$ cat src/sv/tmd_pkg.sv
// tmd_pkg: types, constants and compare helpers of the despeckle filter.
// Used by every module of the block; depends on nothing.
package tmd_pkg;

    localparam int PIX_W      = 16;
    localparam int ROW_W      = 12;
    localparam int SIZE_W     = 13;
    localparam int THR_W      = 16;
    localparam int MAX_HEIGHT = 4096;
    localparam int WIN_N      = 9;
    localparam int CENTRE     = 4;
    localparam int Q_DEPTH    = 4;
    localparam int APB_AW     = 4;
    localparam int APB_DW     = 32;

    localparam logic OP_PIXEL = 1'b0;
    localparam logic OP_DRAIN = 1'b1;

    typedef logic signed [PIX_W-1:0] t_pix;

    typedef enum logic [1:0] {
        REG_FRAME_WIDTH  = 2'd0,
        REG_FRAME_HEIGHT = 2'd1,
        REG_THRESHOLD    = 2'd2,
        REG_FORCE        = 2'd3
    } t_reg;

    // window in raster order, win[3*row + col]; a drain carries its pixel at CENTRE
    typedef struct packed {
        t_pix [WIN_N-1:0] win;
        logic             interior;
        logic             frame_end;
    } t_rec;

    typedef struct packed {
        t_pix lo;
        t_pix mid;
        t_pix hi;
    } t_tri;

    function automatic t_pix min2(input t_pix a, input t_pix b);
        return (a < b) ? a : b;
    endfunction

    function automatic t_pix max2(input t_pix a, input t_pix b);
        return (a > b) ? a : b;
    endfunction

    function automatic t_pix min3(input t_pix a, input t_pix b, input t_pix c);
        return min2(min2(a, b), c);
    endfunction

    function automatic t_pix max3(input t_pix a, input t_pix b, input t_pix c);
        return max2(max2(a, b), c);
    endfunction

    function automatic t_pix med3(input t_pix a, input t_pix b, input t_pix c);
        return max2(min2(a, b), min2(max2(a, b), c));
    endfunction

    function automatic t_tri sort3(input t_pix a, input t_pix b, input t_pix c);
        t_tri t;
        t.lo  = min3(a, b, c);
        t.mid = med3(a, b, c);
        t.hi  = max3(a, b, c);
        return t;
    endfunction

endpackage

$ cat src/sv/tmd_back.sv
// tmd_back: pipelined 3x3 median, threshold decision and output register.
// Depends on tmd_pkg.
module tmd_back import tmd_pkg::*; (
    input  logic             i_clk,
    input  logic             i_rst_n,
    input  logic             i_q_valid,
    input  t_rec             i_q_rec,
    output logic             o_q_pop,
    input  logic [THR_W-1:0] i_threshold,
    input  logic             i_force,
    output logic             o_valid,
    input  logic             i_ready,
    output t_pix             o_pixel,
    output logic             o_frame_end,
    output logic             o_replaced
);

    logic r_b1_v, r_b2_v, r_b3_v, r_o_v;
    logic en1, en2, en3, en_o;

    t_tri r_b1_row [3];
    t_pix r_b1_c;
    logic r_b1_int, r_b1_fe;

    t_pix r_b2_mx, r_b2_md, r_b2_mn, r_b2_c;
    logic r_b2_int, r_b2_fe;

    t_pix r_b3_med, r_b3_c;
    logic r_b3_int, r_b3_fe;

    t_pix r_o_pix;
    logic r_o_fe, r_o_rep;

    logic signed [PIX_W+1:0] d_pos, d_neg, thr_x;
    logic                    rep;

    assign en_o    = !r_o_v || i_ready;
    assign en3     = !r_b3_v || en_o;
    assign en2     = !r_b2_v || en3;
    assign en1     = !r_b1_v || en2;
    assign o_q_pop = i_q_valid && en1;

    always_ff @(posedge i_clk) begin
        if (!i_rst_n) begin
            r_b1_v <= 1'b0;
            r_b2_v <= 1'b0;
            r_b3_v <= 1'b0;
            r_o_v  <= 1'b0;
        end else begin
            if (en1) begin
                r_b1_v <= i_q_valid;
            end
            if (en2) begin
                r_b2_v <= r_b1_v;
            end
            if (en3) begin
                r_b3_v <= r_b2_v;
            end
            if (en_o) begin
                r_o_v <= r_b3_v;
            end
        end
    end

    // median of nine: sort rows, then max of lows, median of mids, min of highs
    always_ff @(posedge i_clk) begin
        if (en1) begin
            for (int r = 0; r < 3; r++) begin
                r_b1_row[r] <= sort3(i_q_rec.win[3*r], i_q_rec.win[3*r + 1],
                                     i_q_rec.win[3*r + 2]);
            end
            r_b1_c   <= i_q_rec.win[CENTRE];
            r_b1_int <= i_q_rec.interior;
            r_b1_fe  <= i_q_rec.frame_end;
        end
        if (en2) begin
            r_b2_mx  <= max3(r_b1_row[0].lo, r_b1_row[1].lo, r_b1_row[2].lo);
            r_b2_md  <= med3(r_b1_row[0].mid, r_b1_row[1].mid, r_b1_row[2].mid);
            r_b2_mn  <= min3(r_b1_row[0].hi, r_b1_row[1].hi, r_b1_row[2].hi);
            r_b2_c   <= r_b1_c;
            r_b2_int <= r_b1_int;
            r_b2_fe  <= r_b1_fe;
        end
        if (en3) begin
            r_b3_med <= med3(r_b2_mx, r_b2_md, r_b2_mn);
            r_b3_c   <= r_b2_c;
            r_b3_int <= r_b2_int;
            r_b3_fe  <= r_b2_fe;
        end
        if (en_o) begin
            r_o_pix <= rep ? r_b3_med : r_b3_c;
            r_o_fe  <= r_b3_fe;
            r_o_rep <= rep;
        end
    end

    always_comb begin
        d_pos = (PIX_W+2)'(r_b3_c) - (PIX_W+2)'(r_b3_med);
        d_neg = (PIX_W+2)'(r_b3_med) - (PIX_W+2)'(r_b3_c);
        thr_x = {2'b00, i_threshold};
        rep   = r_b3_int && (i_force || (d_pos > thr_x) || (d_neg > thr_x));
    end

    assign o_valid     = r_o_v;
    assign o_pixel     = r_o_pix;
    assign o_frame_end = r_o_fe;
    assign o_replaced  = r_o_rep;

endmodule

$ cat config.mk
export PLATFORM = sky130hd
export DESIGN_NAME = tmd_back
export DESIGN_NICKNAME = d
export VERILOG_FILES = /design/src/sv/tmd_pkg.sv /design/src/sv/tmd_back.sv
export SDC_FILE = /design/constraint.sdc
export NUM_CORES = 1
export LEC_CHECK = 0
export BUFFER_PORTS_ARGS = -buffer_cell sky130_fd_sc_hd__clkbuf_2
export CAP_MARGIN = 20
export CORE_UTILIZATION = 40
export CTS_CLUSTER_SIZE = 10
export DETAILED_ROUTE_END_ITERATION = 6
export GPL_TIMING_DRIVEN = 0
export PLACE_DENSITY = 0.54
export SETUP_SLACK_MARGIN = 0.05
export SLEW_MARGIN = 25
export SYNTH_ARGS = -nofsm -noshare
export SYNTH_HDL_FRONTEND = slang
export SYNTH_SLANG_ARGS = --single-unit
$ cat constraint.sdc
create_clock -name i_clk -period 15 [get_ports i_clk]
set_input_delay 3 -clock i_clk [delete_from_list [all_inputs] [get_ports i_clk]]
set_output_delay 3 -clock i_clk [all_outputs]
set_load 0.01 [all_outputs]
After elaboration in Yosys (flattened, before gate mapping). Memory sizes are Yosys's and may differ from the RTL's. Cells that the tools add are included.

Register bits after elaboration: 140. RAM bits: 144. Input bits: 167. Output and inout port bits: 20. Logic and storage cells: 100. Memories: 1.

Add/sub/neg operators: 2. Magnitude comparators: 32. Multiplexer cells: 33. Reductions and logical operators: 12.

Memories: r_b1_row (words 3, width 48, rd ports 3, clocked after memory_dff 0, write ports 3, RTL line tmd_back.sv:21) `t_tri r_b1_row [3];`.

Operators by type and width (count): $mux W16 (31); $gt A16 B16 Y1 (15); $lt A16 B16 Y1 (15); $gt A17 B17 Y1 (2); $sub A16 B16 Y17 (2); $logic_or A1 B1 Y1 (6); $logic_not A1 Y1 (4); $logic_and A1 B1 Y1 (2); $mux W1 (2).

Depth between registers and ports, before layout.
Depth in word-level cells: 7. Mapped depth: 31.

Worst setup path after synthesis. OpenSTA, ideal clock, no wires.

Path kind: input -> register. Start point: input i_q_rec[81] (netlist name). End point: memory r_b1_row[0][69] (netlist name) (data pin). Setup time: 0.265 ns. Arrival: 9.561 ns. Slack: 5.174 ns. Stages: 27. Path buffers: 5. Cell sequence: inv_1 ha_1 buf_2 and3_1 nand4_1 a31oi_1 nor3_1 a211o_1 clkbuf_1 buf_2 mux2_2 ha_1 or4b_1 a221oi_1 o21ai_0 a21oi_1 buf_2 mux2i_1 ha_1 o21a_1 o21ai_0 a21oi_1 o21ai_0 a21oi_1 a311oi_1 buf_2 mux2i_1.

RTL lines: from (decl) (RTL line tmd_back.sv:7) `input t_rec i_q_rec,`; to (decl) (RTL line tmd_back.sv:21).

==> out/metrics.csv <==
stage;metric;value;unit
floorplan;core.rowCount;94;
setup_path;critPathLaunchType;input port;
clock_tree;root_buffer;clkbuf_16;
finish;synthToLayoutAreaGrowth;12.5;%
yosys;async_flop_share;0;
clock_tree;clk_pin_slew;0.05;ns
drt;postRouteAntennaNets;0;
yosys;yosysTopAreaCell;edfxtp_1;
hold_path;whs_path_depth;0;
hold_path;hp-start;r_b2_c[9];
setup_path;path_class;input port to flip-flop;
global_route;grt_max_degree;57;
floorplan;die_w;260;um
global_route;busiest_layer;met2;
yosys;synth.area.top_cells;edfxtp_1 32%, ha_1 19%, mux2_2 8.3%, mux2i_1 6.0%, inv_1 4.9%;
run_status;status;completed;
timing;rsz0062_at_grt;no;
global_route;use_met2;0.418;
yosys;synth_warnings;0;
timing;finalMaxSlewViolations;0;
setup_path;cp_data_arrival_time;11.29;ns
global_route;grt_pass1_vias;21500;
global_route;antenna_found_initial;3;
setup_path;crit_path_max_fanout;10;
place;dp_hpwl;72.3;mm
yosys;yosys-top-cells-count;408 x ha_1, 346 x inv_1, 280 x edfxtp_1, 196 x mux2_2, 159 x mux2i_1;
yosys;syn_area_per_cell;9.90;sq um
setup_path;critPathRequiredTime;15.25;ns
timing;period_needed;11.04;ns
setup_path;crit_top_cell;o21a_1;
yosys;synth-seq-cells;284;
yosys;synth_area;0.0266;sq mm
clock_tree;cts_hold_buf;0;
drt;vias;21700;
finish;top_register;r_b1_row;
global_route;grt_overflow_total;0;
finish;nFillCells;6254;
clock_tree;clk_latency;0.57;ns
flow_run;drv_cap;0;
place;routabilityCongestion;0.900;
timing;clock_skew;0.0320;ns
hold_path;hold_class;flip-flop to flip-flop;
floorplan;io_pins;187;
finish;largest_reg_flops;144;
timing;timing.slew.headroom;0.328;
drt;postRouteWirelength;85.0;mm
yosys;seq_area_frac_synth;0.320;
global_route;use_met3;0.0287;
floorplan;core_area;0.0657;sq mm
hold_path;whs_endpoint;r_b3_c[9];
timing;max_freq;90.6;MHz
finish;final_nets;3488;
timing;timing_hold_violations_final;0;
timing;setup_tns;0;ns
clock_tree;cts_max_path_buffers;3;
drt;wire_per_inst;22.4;um
setup_path;slowest_stage;clkbuf_1;
clock_tree;cts_tree;done;
yosys;synth.net_count;3258;
finish;drive_gt1_frac;0.173;
clock_tree;clock_sinks;284;
drt;drc;0;
clock_tree;numCtsBuffers;38;
drt;dr.first_iter.drc_count;1682;
setup_path;worstReg2RegEnd;r_b3_med[13];
yosys;synth_edf_count;280;
drt;drt_pass1_iterations;6;
yosys;netlist_instances;2681;
yosys;synth_most_common_cell;ha_1;
yosys;ys_types;80;
place;portBuffers;186;
yosys;synth_flop_cell;edfxtp_1;
setup_path;ff2ff_path_depth;28;
clock_tree;htree_levels;2;
timing;min_period_over_period;0.736;
clock_tree;cts_resized;0;
global_route;grtUsageMet1;0.340;
timing;tightest_slew;1.00;ns
clock_tree;post_cts_buffers;0;
setup_path;r2r-start;r_b2_mx[15];
global_route;grt.total_usage;0.249;
floorplan;die_h;260;um
floorplan;start_util;0.404;
global_route;grt_pass1_wl;128;mm
setup_path;end_kind;flip-flop;
timing;setup_viol;0;
drt;viasPerCell;5.72;
setup_path;r2r_setup_slack;6.61;ns
yosys;yosysTopAreaCellShare;0.317;
setup_path;max_stage_delay;0.68;ns
floorplan;die_area;0.0674;sq mm
==> layout make-up <==
class / count / area (sq um) / area share
inverters: 346 / 1300 / 0.0436
plain buffers: 103 / 444 / 0.0149
repair buffers: 190 / 1030 / 0.0343
diodes: 4 / 10.0 / 0.000335
flip-flops and latches: 284 / 8490 / 0.284
well taps: 864 / 1080 / 0.0362
clock inverters: 14 / 170 / 0.00570
multi-input cells: 1948 / 16400 / 0.548
clock buffers: 43 / 991 / 0.0332
==> how the worst max path moves through the flow <==
stage | startpoint | endpoint | slack, ns | cells past startpoint
global placement | i_q_rec[81] | r_b1_row[0][71] | 3.02 | 28
detailed placement | i_q_rec[19] | r_b1_row[0][22] | 3.30 | 28
global route | i_q_rec[19] | r_b1_row[0][24] | 3.44 | 30
floorplan | i_q_rec[81] | r_b1_row[0][69] | 5.17 | 27
CTS | i_q_rec[19] | r_b1_row[0][22] | 3.84 | 30
finish | i_q_rec[19] | r_b1_row[0][22] | 3.96 | 30
==> metal layers <==
| metal | routed length, um | share of wire |
|---|---|---|
| met1 | 39600 | 0.47 |
| met2 | 40000 | 0.47 |
| met3 | 3770 | 0.044 |
| met4 | 1620 | 0.019 |
| met5 | 12 | 0.00014 |
==> kinds of logic (layout without fill, tap and decap cells) <==
| logic type | after synthesis | count (layout) | share of synthesized area |
|---|---|---|---|
| buffers and inverters | 449 | 696 | 0.0656 |
| flip-flops | 284 | 284 | 0.320 |
| AO/OA/AOI/OAI | 622 | 622 | 0.158 |
| other | 0 | 4 | 0 |
| AND/OR/NAND/NOR | 515 | 515 | 0.102 |
| XOR/XNOR | 24 | 24 | 0.00792 |
| multiplexers | 377 | 377 | 0.152 |
| adder cells (fa/ha/maj) | 410 | 410 | 0.194 |
==> cell usage in the layout, fill, tap and decap left out, types with 79 or more instances in the layout <==
| master | instances |
|---|---|
| mux2i_1 | 159 |
| clkbuf_2 | 186 |
| a21oi_1 | 154 |
| ha_1 | 408 |
| o21ai_0 | 97 |
| edfxtp_1 | 280 |
| nand3_1 | 79 |
| mux2_2 | 196 |
| nor2_1 | 92 |
| nand4_1 | 84 |
| inv_1 | 345 |
==> critical path, delay by kind of cell <==
kind,cells,cell delay (ns)
and+or+nand+nor,6,0.94
buffers and inverters,6,1.85
muxes,4,1.50
adders and majority gates,3,0.81
AOI/OAI and AO/OA,11,3.16
==> stage by stage <==
step | hold slack (ns) | area [sq um] | cells | setup slack (ns) | utilization
5_1_grt | 0.415 | 29900 | 3792 | 3.44 | 0.454
2_1_floorplan | 0.400 | 26600 | 2681 | 5.17 | -
3_3_place_gp | 0.401 | 28600 | 3731 | 3.02 | 0.434
3_5_place_dp | 0.405 | 28700 | 3735 | 3.30 | 0.436
4_1_cts | 0.414 | 29800 | 3792 | 3.84 | 0.454
6_report | 0.415 | 29900 | 3796 | 3.96 | 0.454
Power is left out: the tool's default activity adds up to more than one toggle a clock period on the data nets, which glitch-free logic cannot reach.
