[src/sv/tmd_pkg.sv]
// tmd_pkg: types, constants and compare helpers of the despeckle filter.
// Used by every module of the block; depends on nothing.
package tmd_pkg;

    localparam int PIX_W      = 16;
    localparam int ROW_W      = 12;
    localparam int SIZE_W     = 13;
    localparam int THR_W      = 16;
    localparam int MAX_HEIGHT = 4096;
    localparam int WIN_N      = 9;
    localparam int CENTRE     = 4;
    localparam int Q_DEPTH    = 4;
    localparam int APB_AW     = 4;
    localparam int APB_DW     = 32;

    localparam logic OP_PIXEL = 1'b0;
    localparam logic OP_DRAIN = 1'b1;

    typedef logic signed [PIX_W-1:0] t_pix;

    typedef enum logic [1:0] {
        REG_FRAME_WIDTH  = 2'd0,
        REG_FRAME_HEIGHT = 2'd1,
        REG_THRESHOLD    = 2'd2,
        REG_FORCE        = 2'd3
    } t_reg;

    // window in raster order, win[3*row + col]; a drain carries its pixel at CENTRE
    typedef struct packed {
        t_pix [WIN_N-1:0] win;
        logic             interior;
        logic             frame_end;
    } t_rec;

    typedef struct packed {
        t_pix lo;
        t_pix mid;
        t_pix hi;
    } t_tri;

    function automatic t_pix min2(input t_pix a, input t_pix b);
        return (a < b) ? a : b;
    endfunction

    function automatic t_pix max2(input t_pix a, input t_pix b);
        return (a > b) ? a : b;
    endfunction

    function automatic t_pix min3(input t_pix a, input t_pix b, input t_pix c);
        return min2(min2(a, b), c);
    endfunction

    function automatic t_pix max3(input t_pix a, input t_pix b, input t_pix c);
        return max2(max2(a, b), c);
    endfunction

    function automatic t_pix med3(input t_pix a, input t_pix b, input t_pix c);
        return max2(min2(a, b), min2(max2(a, b), c));
    endfunction

    function automatic t_tri sort3(input t_pix a, input t_pix b, input t_pix c);
        t_tri t;
        t.lo  = min3(a, b, c);
        t.mid = med3(a, b, c);
        t.hi  = max3(a, b, c);
        return t;
    endfunction

endpackage

[src/sv/tmd_queue.sv]
// tmd_queue: short FIFO of window records between intake and median pipeline.
// Depends on tmd_pkg.
module tmd_queue import tmd_pkg::*; (
    input  logic i_clk,
    input  logic i_rst_n,
    input  logic i_push,
    input  t_rec i_rec,
    input  logic i_pop,
    output logic o_valid,
    output t_rec o_rec
);

    localparam int QAW = $clog2(Q_DEPTH);
    localparam int CW  = $clog2(Q_DEPTH + 1);

    t_rec           r_mem [Q_DEPTH];
    logic [QAW-1:0] r_wp, r_rp;
    logic [CW-1:0]  r_cnt;

    always_ff @(posedge i_clk) begin
        if (!i_rst_n) begin
            r_wp  <= '0;
            r_rp  <= '0;
            r_cnt <= '0;
        end else begin
            if (i_push) begin
                r_wp <= r_wp + QAW'(1);
            end
            if (i_pop) begin
                r_rp <= r_rp + QAW'(1);
            end
            r_cnt <= r_cnt + CW'(i_push) - CW'(i_pop);
        end
    end

    always_ff @(posedge i_clk) begin
        if (i_push) begin
            r_mem[r_wp] <= i_rec;
        end
    end

    assign o_valid = (r_cnt != '0);
    assign o_rec   = r_mem[r_rp];

`ifndef SYNTHESIS
    a_no_overflow: assert property (@(posedge i_clk) disable iff (!i_rst_n)
        (r_cnt == CW'(Q_DEPTH)) |-> !i_push)
        else $error("push into full queue");
    a_no_underflow: assert property (@(posedge i_clk) disable iff (!i_rst_n)
        i_pop |-> o_valid)
        else $error("pop from empty queue");
    a_ptr_count: assert property (@(posedge i_clk) disable iff (!i_rst_n)
        QAW'(r_wp - r_rp) == r_cnt[QAW-1:0])
        else $error("queue pointers disagree with count");
`endif

endmodule

[config.mk]
export PLATFORM = sky130hd
export DESIGN_NAME = tmd_queue
export DESIGN_NICKNAME = d
export VERILOG_FILES = /design/src/sv/tmd_pkg.sv /design/src/sv/tmd_queue.sv
export SDC_FILE = /design/constraint.sdc
export NUM_CORES = 1
export LEC_CHECK = 0
export ABC_AREA = 1
export BUFFER_PORTS_ARGS = -buffer_cell sky130_fd_sc_hd__buf_2
export CAP_MARGIN = 20
export CELL_PAD_IN_SITES_DETAIL_PLACEMENT = 1
export CELL_PAD_IN_SITES_GLOBAL_PLACEMENT = 1
export CORE_ASPECT_RATIO = 1.25
export CORE_MARGIN = 1
export CORE_UTILIZATION = 48
export DETAILED_ROUTE_END_ITERATION = 12
export PLACE_DENSITY_LB_ADDON = 0.05
export SLEW_MARGIN = 20
export SYNTH_ARGS = -nofsm -noshare
export SYNTH_HDL_FRONTEND = slang
export SYNTH_SLANG_ARGS = --single-unit
[constraint.sdc]
create_clock -name i_clk -period 12.2 [get_ports i_clk]
set_clock_uncertainty 0.2 [all_clocks]
set_input_delay 0.61 -clock i_clk [delete_from_list [all_inputs] [get_ports i_clk]]
set_output_delay 0.61 -clock i_clk [all_outputs]
set_load 0.03 [all_outputs]
After elaboration in Yosys (flattened, before gate mapping)
Memory sizes are Yosys's and may differ from the RTL's. A register that Yosys moved wholly into a read port is not among the register bits.
Cells that the tools add are included.
{ "word_totals": {"regBits": 7, "ram_bits": 584, "inputBits": 150, "word_cells": 13, "memories": 1} }
{ "memory_table": {"columns": ["name", "words", "width", "rd", "rd_ports_with_merged_regs", "wr", "line_no", "text"], "rows": [
  ["r_mem", 4, 146, 1, 1, 1, "tmd_queue.sv:16", "t_rec r_mem [Q_DEPTH];"]
]} }
{ "classes": {"n_addsub": 4, "muxes": 4, "reduce_logical": 1} }
{ "ops": {"columns": ["operator", "n"], "rows": [
  ["$add A2 B1 Y2 const B", 2],
  ["$mux W2", 2],
  ["$add A3 B1 Y3", 1],
  ["$reduce_bool A3 Y1", 1],
  ["$sub A3 B1 Y3", 1],
  ["$mux W1", 2]
]} }

Logic depth before layout (Yosys ltp)
Gate-level depths: netlist of the first run.
{ "logic_depth": {"depth_word": 3, "mapped_depth": 8, "depth_no_buf": 8} }

Worst setup path after synthesis of the first run
OpenSTA, ideal clock, no wires.
{ "synth_path": {"path_kind": "input -> register", "start": "input port i_push", "end": "memory r_mem[0][0] (netlist bit), enable pin", "arrival_ns": 3.453, "slack_ns": 8.048, "cell_stages": 2, "path_cell_list": "nand2_1 > inv_1"} }
{ "synth_between": {"elab_chain_cells": 2} }
{ "synth_lines": {"columns": ["item", "line_no", "text"], "rows": [
  ["from (decl)", "tmd_queue.sv:6", "input logic i_push,"],
  ["$mux W1", "tmd_queue.sv:37", "if (i_push) begin"],
  ["$mux W1 (implied by the code)", "tmd_queue.sv:38", "r_mem[r_wp] <= i_rec;"],
  ["to (decl)", "tmd_queue.sv:16", null]
]} }
Every way passes these cells.

==> flow_summary_export.csv, run 1 <==
group,metric,value,unit
drt,postRouteWirelength,52600,µm
placement,dp_hpwl,30900,µm
timing,rsz0062_at_grt,"false",
placement,final_replace_weighted_congestion,0.721,
clocking,cts_repair_resize_count,0,
timing,slew_headroom,0.273,
synthesis,yosysTopAreaCell,"edfxtp_1",
floorplan,dieWidth,199,µm
synthesis,synth_fa_ha_area_frac,0.00406,
setup_path,crit_required,11390,ps
clocking,tritoncts,"built",
setup_path,crit-reg2reg-launch,"r_wp[0]$_SDFFE_PN0P_",
synthesis,synth_edf_count,584,
drt,vias,14400,
clocking,clock_buffer_depth,3,
timing,shortest_clock_period_the_worst_path_allows_after_layout,4520,ps
clocking,clock_latency,590,ps
floorplan,placement_rows,90,
placement,setup_slack_placement,8010,ps
synthesis,synth.ff_latch_count,593,
synthesis,postSynthNetCount,1914,
job,cap_viol_max_count,0,
floorplan,height_of_the_die,249,µm
min_path,worst_hold_startpoint,"i_rec[111]",
drt,first_pass_iters,4,
drt,wl_per_cell,18.5,µm
synthesis,yosysTopAreaCellShare,0.750,
clocking,clkTransAtPathRegs,60,ps
clocking,cts_buffers,58,
timing,setup_total_neg_slack,0,ps
synthesis,netlist_top_cells_count,"edfxtp_1 (584), inv_1 (307), nand2_1 (302)",
drt,drt_iter0_drc,495,
final_layout,syn2layout_area_growth,20.4,%
synthesis,postSynthCellCount,1757,
timing,timing.final.hold_violations,0,
floorplan,top_level_ports,297,
final_layout,final_net_count,2295,
floorplan,core_region,48200,µm²
drt,route.antenna.remaining_nets,0,
floorplan,starting_density_of_the_core,0.485,
setup_path,worst-setup-path-type,"flip-flop to output pin",
timing,slew_at_the_pin_closest_to_its_max_slew_limit,1090,ps
synthesis,synth.top_cells.by_area,"edfxtp_1 (75%), inv_1 (4.9%), nand2_1 (4.8%)",
timing,fin_ws,7680,ps
setup_path,crit_path_start_kind,"flip-flop",
synthesis,seq_area_frac_synth,0.757,
synthesis,postSynth.topFlopCell,"edfxtp_1",
global_routing,grt_overflow_total,0,
clocking,clock-sinks,593,
synthesis,largest_family_of_logic_cells_by_synthesized_area,"compound AO/OA/AOI/OAI gates",
timing,timing.final.setup_violations,0,
timing,timing.fmax,221,MHz
setup_path,critPathArrivalTime,3710,ps
synthesis,synth_xor_area_frac,0,
synthesis,synth-async-reset-ratio,0,
synthesis,avgSynthCellArea,13.3,µm²
global_routing,first_pass_grt_wire_length,80600,µm
drt,vias_per_cell,5.08,
timing,final_min_period_over_clock_period,0.371,
synthesis,synth-warning-count,0,
synthesis,ys_types,17,
pwr,peakVddDrop,0.143,mV
global_routing,grt_antenna_before_repair,10,
clocking,clock-root-buffer,"clkbuf_16",
global_routing,via_count_of_the_first_global_routing_pass,15200,
synthesis,synth_simple_gate_area_share,0.0490,
timing,final-max-slew-violation-count,0,
synthesis,synth.cell_area,23400,µm²
global_routing,grt_util_all_layers,0.212,
placement,portBuffers,296,
floorplan,design.die.area,49600,µm²
status,status,"completed",
drt,drt_drc_violations_left,0,
global_routing,largest_net_degree_at_the_start_of_global_routing,123,
synthesis,yosys-mux-area-fraction,0,
min_path,hold_path_class,"primary input to flip-flop",
clocking,clock_tree.htree_level_count,2,
final_layout,drive_above_1_share,0.182,
setup_path,worst_setup_end_kind,"output pin",
synthesis,synth_compound_gate_area_share,0.111,
setup_path,path_max_fanout,114,
synthesis,post-synth-top-count-cell,"edfxtp_1",
pwr,p_per_area,166,nW/µm²
pwr,total_leakage_power,0.0109,µW
==> path summary, 6_finish.rpt <==
kind | end | slack (ps) | cells past startpoint
max | o_rec[112] | 7680 | 6
max reg2reg | r_mem[2][25]$_DFFE_PP_ | 9590 | 5
min | r_mem[3][111]$_DFFE_PP_ | 30 | 1
min reg2reg | flip-flop | 250 | 2
==> per-stage QoR <==
step	util	total power, µW	std cells	hold slack, ps	cell area [µm²]
6_report	0.584	4680	2836	31.7	28200
5_1_grt	0.584	4850	2833	10.3	28200
4_1_cts	0.583	4730	2830	0.339	28100
3_5_place_dp	0.522	2920	2616	251	25200
3_3_place_gp	0.522	2900	2616	246	25200
2_1_floorplan	-	2750	1757	236	23400
==> placed cells by master (no fill, tap or decap) <==
master / n
ha_1: 6
inv_6: 4
dfxtp_4: 2
dlygate4sd3_1: 105
clkbuf_16: 61
clkbuf_8: 2
a21oi_1: 152
clkinvlp_4: 1
buf_6: 2
o211ai_1: 146
o21ai_0: 53
fa_1: 1
dfxtp_1: 7
nor2_1: 1
inv_8: 1
clkbuf_1: 17
clkinv_1: 12
bufinv_16: 6
o21ai_1: 97
clkinv_2: 9
diode_2: 5
nand2_1: 302
buf_16: 1
inv_1: 303
buf_2: 296
nand3_1: 2
buf_4: 14
edfxtp_1: 584
==> where the power goes <==
| group | total (µW) | switching, µW | internal, µW |
|---|---|---|---|
| Clock | 1780 | 728 | 1050 |
| Combinational | 543 | 390 | 153 |
| Sequential | 2360 | 29.1 | 2330 |
==> timing repair <==
action / in CTS / in global routing
hold buffers: 105 / 0
endpoints found under the hold margin: 400 / 0
setup buffers: 0 / 0
==> state kept, by name, indices dropped and copies added (netlist names), named ones only <==
register and count:
r_mem 584, r_rp 2, r_wp 2, r_cnt 3
==> layout make-up <==
cell class	count	area (µm²)
fill	4949	20000
clock buffer	80	1620
tap	644	806
clock inverter	29	289
inverter	307	1170
timing repair buffer	418	2690
antenna	5	12.5
multi-input combinational	760	3850
sequential	593	17700
==> kinds of logic (layout without fill, tap and decap cells) <==
logic type / Yosys count / in the layout
and+or+nand+nor: 305 / 305
adders and majority gates: 7 / 7
DFF: 593 / 593
other: 0 / 5
buffers and inverters: 404 / 834
AOI/OAI and AO/OA: 448 / 448
==> worst max-delay path, stage by stage, from the launching register on <==
cell and delay [ps]:
dfxtp_4 810, buf_6 670, buf_4 920, nand2_1 200, o211ai_1 150, nand2_1 90, buf_2 180
==> layer usage <==
layer,GRT usage,routed length [µm],vias to the layer above
met5,0,80,-
met4,0.0676,1260,10
met3,0.0532,3050,82
met2,0.380,26900,249
met1,0.246,21300,7149
li1,-,-,6904
Note: power is estimated with default switching activity, not from simulation.
==> run 2: changes to the inputs <==
- CORE_UTILIZATION: 48 -> 43
- clock period: 12.2 -> 3.7 ns (I/O delays scaled with it)
==> run 2 against run 1 <==
Effect of this change: critical endpoint is now o_rec[77]; register-to-register slack lost 8400 ps; wire length up 2.8%; sequential share of layout area shrank 1.6 points; worst setup slack lost 6900 ps; first-iteration DRC count grew 21%; critical path depth down 1; non-clock buffer count grew 64; sequential power rose to 3.3 times the previous value; highest routed layer unchanged; core utilization decreased by 4.7 points; hold slack improved by 98 ps; count of clock-buffer cells in the layout shrank 9; via count increased by 0.80%.
==> flow_summary_export.csv, run 2 (synthesized netlist as in run 1, its figures left out) <==
group,metric,value,unit
job,cap_viol_max_count,0,
timing,timing.hold.ws,130,ps
setup_path,timing.critical_path.max_delay_family,"flip-flops",
timing,setup_total_neg_slack,0,ps
setup_path,crit-reg2reg-launch,"r_wp[0]$_SDFFE_PN0P_",
floorplan,dieWidth,211,µm
placement,portBuffers,296,
drt,vias,14500,
final_layout,most-common-layout-cells,"edfxtp_1 (584), inv_1 (303), nand2_1 (302), buf_2 (296), a21oi_1 (152)",
setup_path,crit_path_max_incr_delay,950,ps
global_routing,global_route.peak_usage_layer,"met2",
final_layout,drive_above_1_share,0.184,
global_routing,first_pass_grt_wire_length,83700,µm
timing,fin_ws,807,ps
drt,route.antenna.remaining_nets,0,
setup_path,worstPathCellList,"buf_4 -> a21oi_1 -> o21ai_1 -> nand2_1 -> buf_2",
placement,placement.cell_area,25600,µm²
global_routing,globalRouteMet2Util,0.350,
drt,postRouteWirelength,54000,µm
min_path,worst_hold_startpoint,"i_rec[106]",
timing,slew_at_the_pin_closest_to_its_max_slew_limit,936,ps
global_routing,largest_net_degree_at_the_start_of_global_routing,91,
setup_path,worst-setup-path-type,"flip-flop to output pin",
timing,rsz0062_at_grt,"false",
floorplan,core_region,53700,µm²
setup_path,crit_buf_inv,2,
final_layout,ff_latch_area,17700,µm²
timing,timing.fmax,346,MHz
timing,final_min_period_over_clock_period,0.782,
final_layout,leading_registers_by_flop_count,"r_mem x584, r_cnt x3",
global_routing,via_count_of_the_first_global_routing_pass,15300,
placement,setup_slack_placement,1100,ps
clocking,cts.repair_timing.setup_buffer_count,0,
setup_path,worst_setup_end_kind,"output pin",
setup_path,crit_required,3310,ps
final_layout,syn2layout_area_growth,23.5,%
floorplan,height_of_the_die,263,µm
final_layout,final_net_count,2359,
global_routing,grt_util_all_layers,0.196,
timing,shortest_clock_period_the_worst_path_allows_after_layout,2890,ps
timing,slew_headroom,0.375,
final_layout,fin_util,0.538,
clocking,clock_tree.htree_level_count,2,
clocking,clock-sinks,593,
setup_path,critPathSlowestCell,"dfxtp_4",
drt,vias_per_cell,4.87,
clocking,cts_buffers,58,
final_layout,design_area,28900,µm²
setup_path,critPathArrivalTime,2510,ps
clocking,clock_buffer_depth,3,
clocking,clkTransAtPathRegs,60,ps
clocking,clock-root-buffer,"clkbuf_16",
final_layout,filler_cell_count,5472,
final_layout,footprint_of_the_multi_input_gates,3850,µm²
drt,first_pass_iters,4,
drt,wl_per_cell,18.1,µm
timing,timing.final.hold_violations,0,
global_routing,groute.layer.met3.usage,0.0427,
floorplan,placement_rows,95,
min_path,hold_path_class,"primary input to flip-flop",
drt,drt_drc_violations_left,0,
setup_path,path_max_fanout,72,
floorplan,starting_density_of_the_core,0.435,
floorplan,design.die.area,55400,µm²
timing,final-max-slew-violation-count,0,
pwr,peakVddDrop,0.419,mV
placement,dp_hpwl,32800,µm
pwr,total_leakage_power,0.0112,µW
placement,final_replace_weighted_congestion,0.731,
clocking,tritoncts,"built",
setup_path,crit_path_start_kind,"flip-flop",
clocking,clock_latency,590,ps
global_routing,gr-usage-met1,0.236,
final_layout,largest_register_ff_count,584,
floorplan,top_level_ports,297,
final_layout,regMostFlops,"r_mem",
global_routing,grt_antenna_before_repair,5,
status,status,"completed",
final_layout,layout_commonest_cell,"edfxtp_1",
drt,drt_iter0_drc,601,
timing,timing.final.setup_violations,0,
pwr,p_per_area,523,nW/µm²
global_routing,grt_overflow_total,0,
-- run 2: changes by cell type in the layout (fill, tap and decap cells not counted), moves of 2 or more --
cell | before | now
buf_4 | 14 | 17
buf_6 | 2 | 0
clkbuf_8 | 2 | 0
clkinv_2 | 9 | 13
bufinv_16 | 6 | 1
clkbuf_1 | 17 | 10
clkinv_1 | 12 | 19
clkinvlp_4 | 1 | 5
diode_2 | 5 | 3
inv_6 | 4 | 0
dlygate4sd3_1 | 105 | 150
buf_12 | 0 | 19
-- run 2: final cells by class --
type	count	area share
Sequential cell	593	0.614
Multi-Input combinational cell	760	0.133
Timing Repair Buffer	482	0.121
Clock buffer	71	0.0541
Inverter	307	0.0404
Tap cell	727	0.0315
Clock inverter	34	0.00602
Antenna cell	3	0.000260
-- run 2: final timing paths --
kind | endpoint | slack [ps] | cells after the start
setup reg to reg | r_mem[2][20]$_DFFE_PP_ | 1210 | 5
setup / recovery | o_rec[77] | 810 | 5
hold / removal | r_mem[1][106]$_DFFE_PP_ | 130 | 2
hold reg to reg | flip-flop | 250 | 2
-- run 2: metal layers --
| layer | up-vias | part of all wire |
|---|---|---|
| li1 | 7016 | - |
| met1 | 7159 | 0.42 |
| met2 | 251 | 0.51 |
| met3 | 79 | 0.048 |
| met4 | 4 | 0.023 |
| met5 | - | 0.00046 |
-- run 2: where the power goes --
group / internal [µW] / total (µW) / switching (µW)
logic: 581 / 1890 / 1310
registers: 7690 / 7790 / 99.3
clock network: 3040 / 5430 / 2390
-- run 2: metrics by stage --
step,std cells,power [µW]
after CTS,2974,15300
after global routing,2977,15700
after floorplan,1757,9070
after global placement,2719,9660
final,2977,15100
after detailed placement,2719,9720
-- run 2: repair_timing --
item,in CTS,in global routing
hold buffers,150,0
resized for setup,0,0
endpoints found under the hold margin,593,0
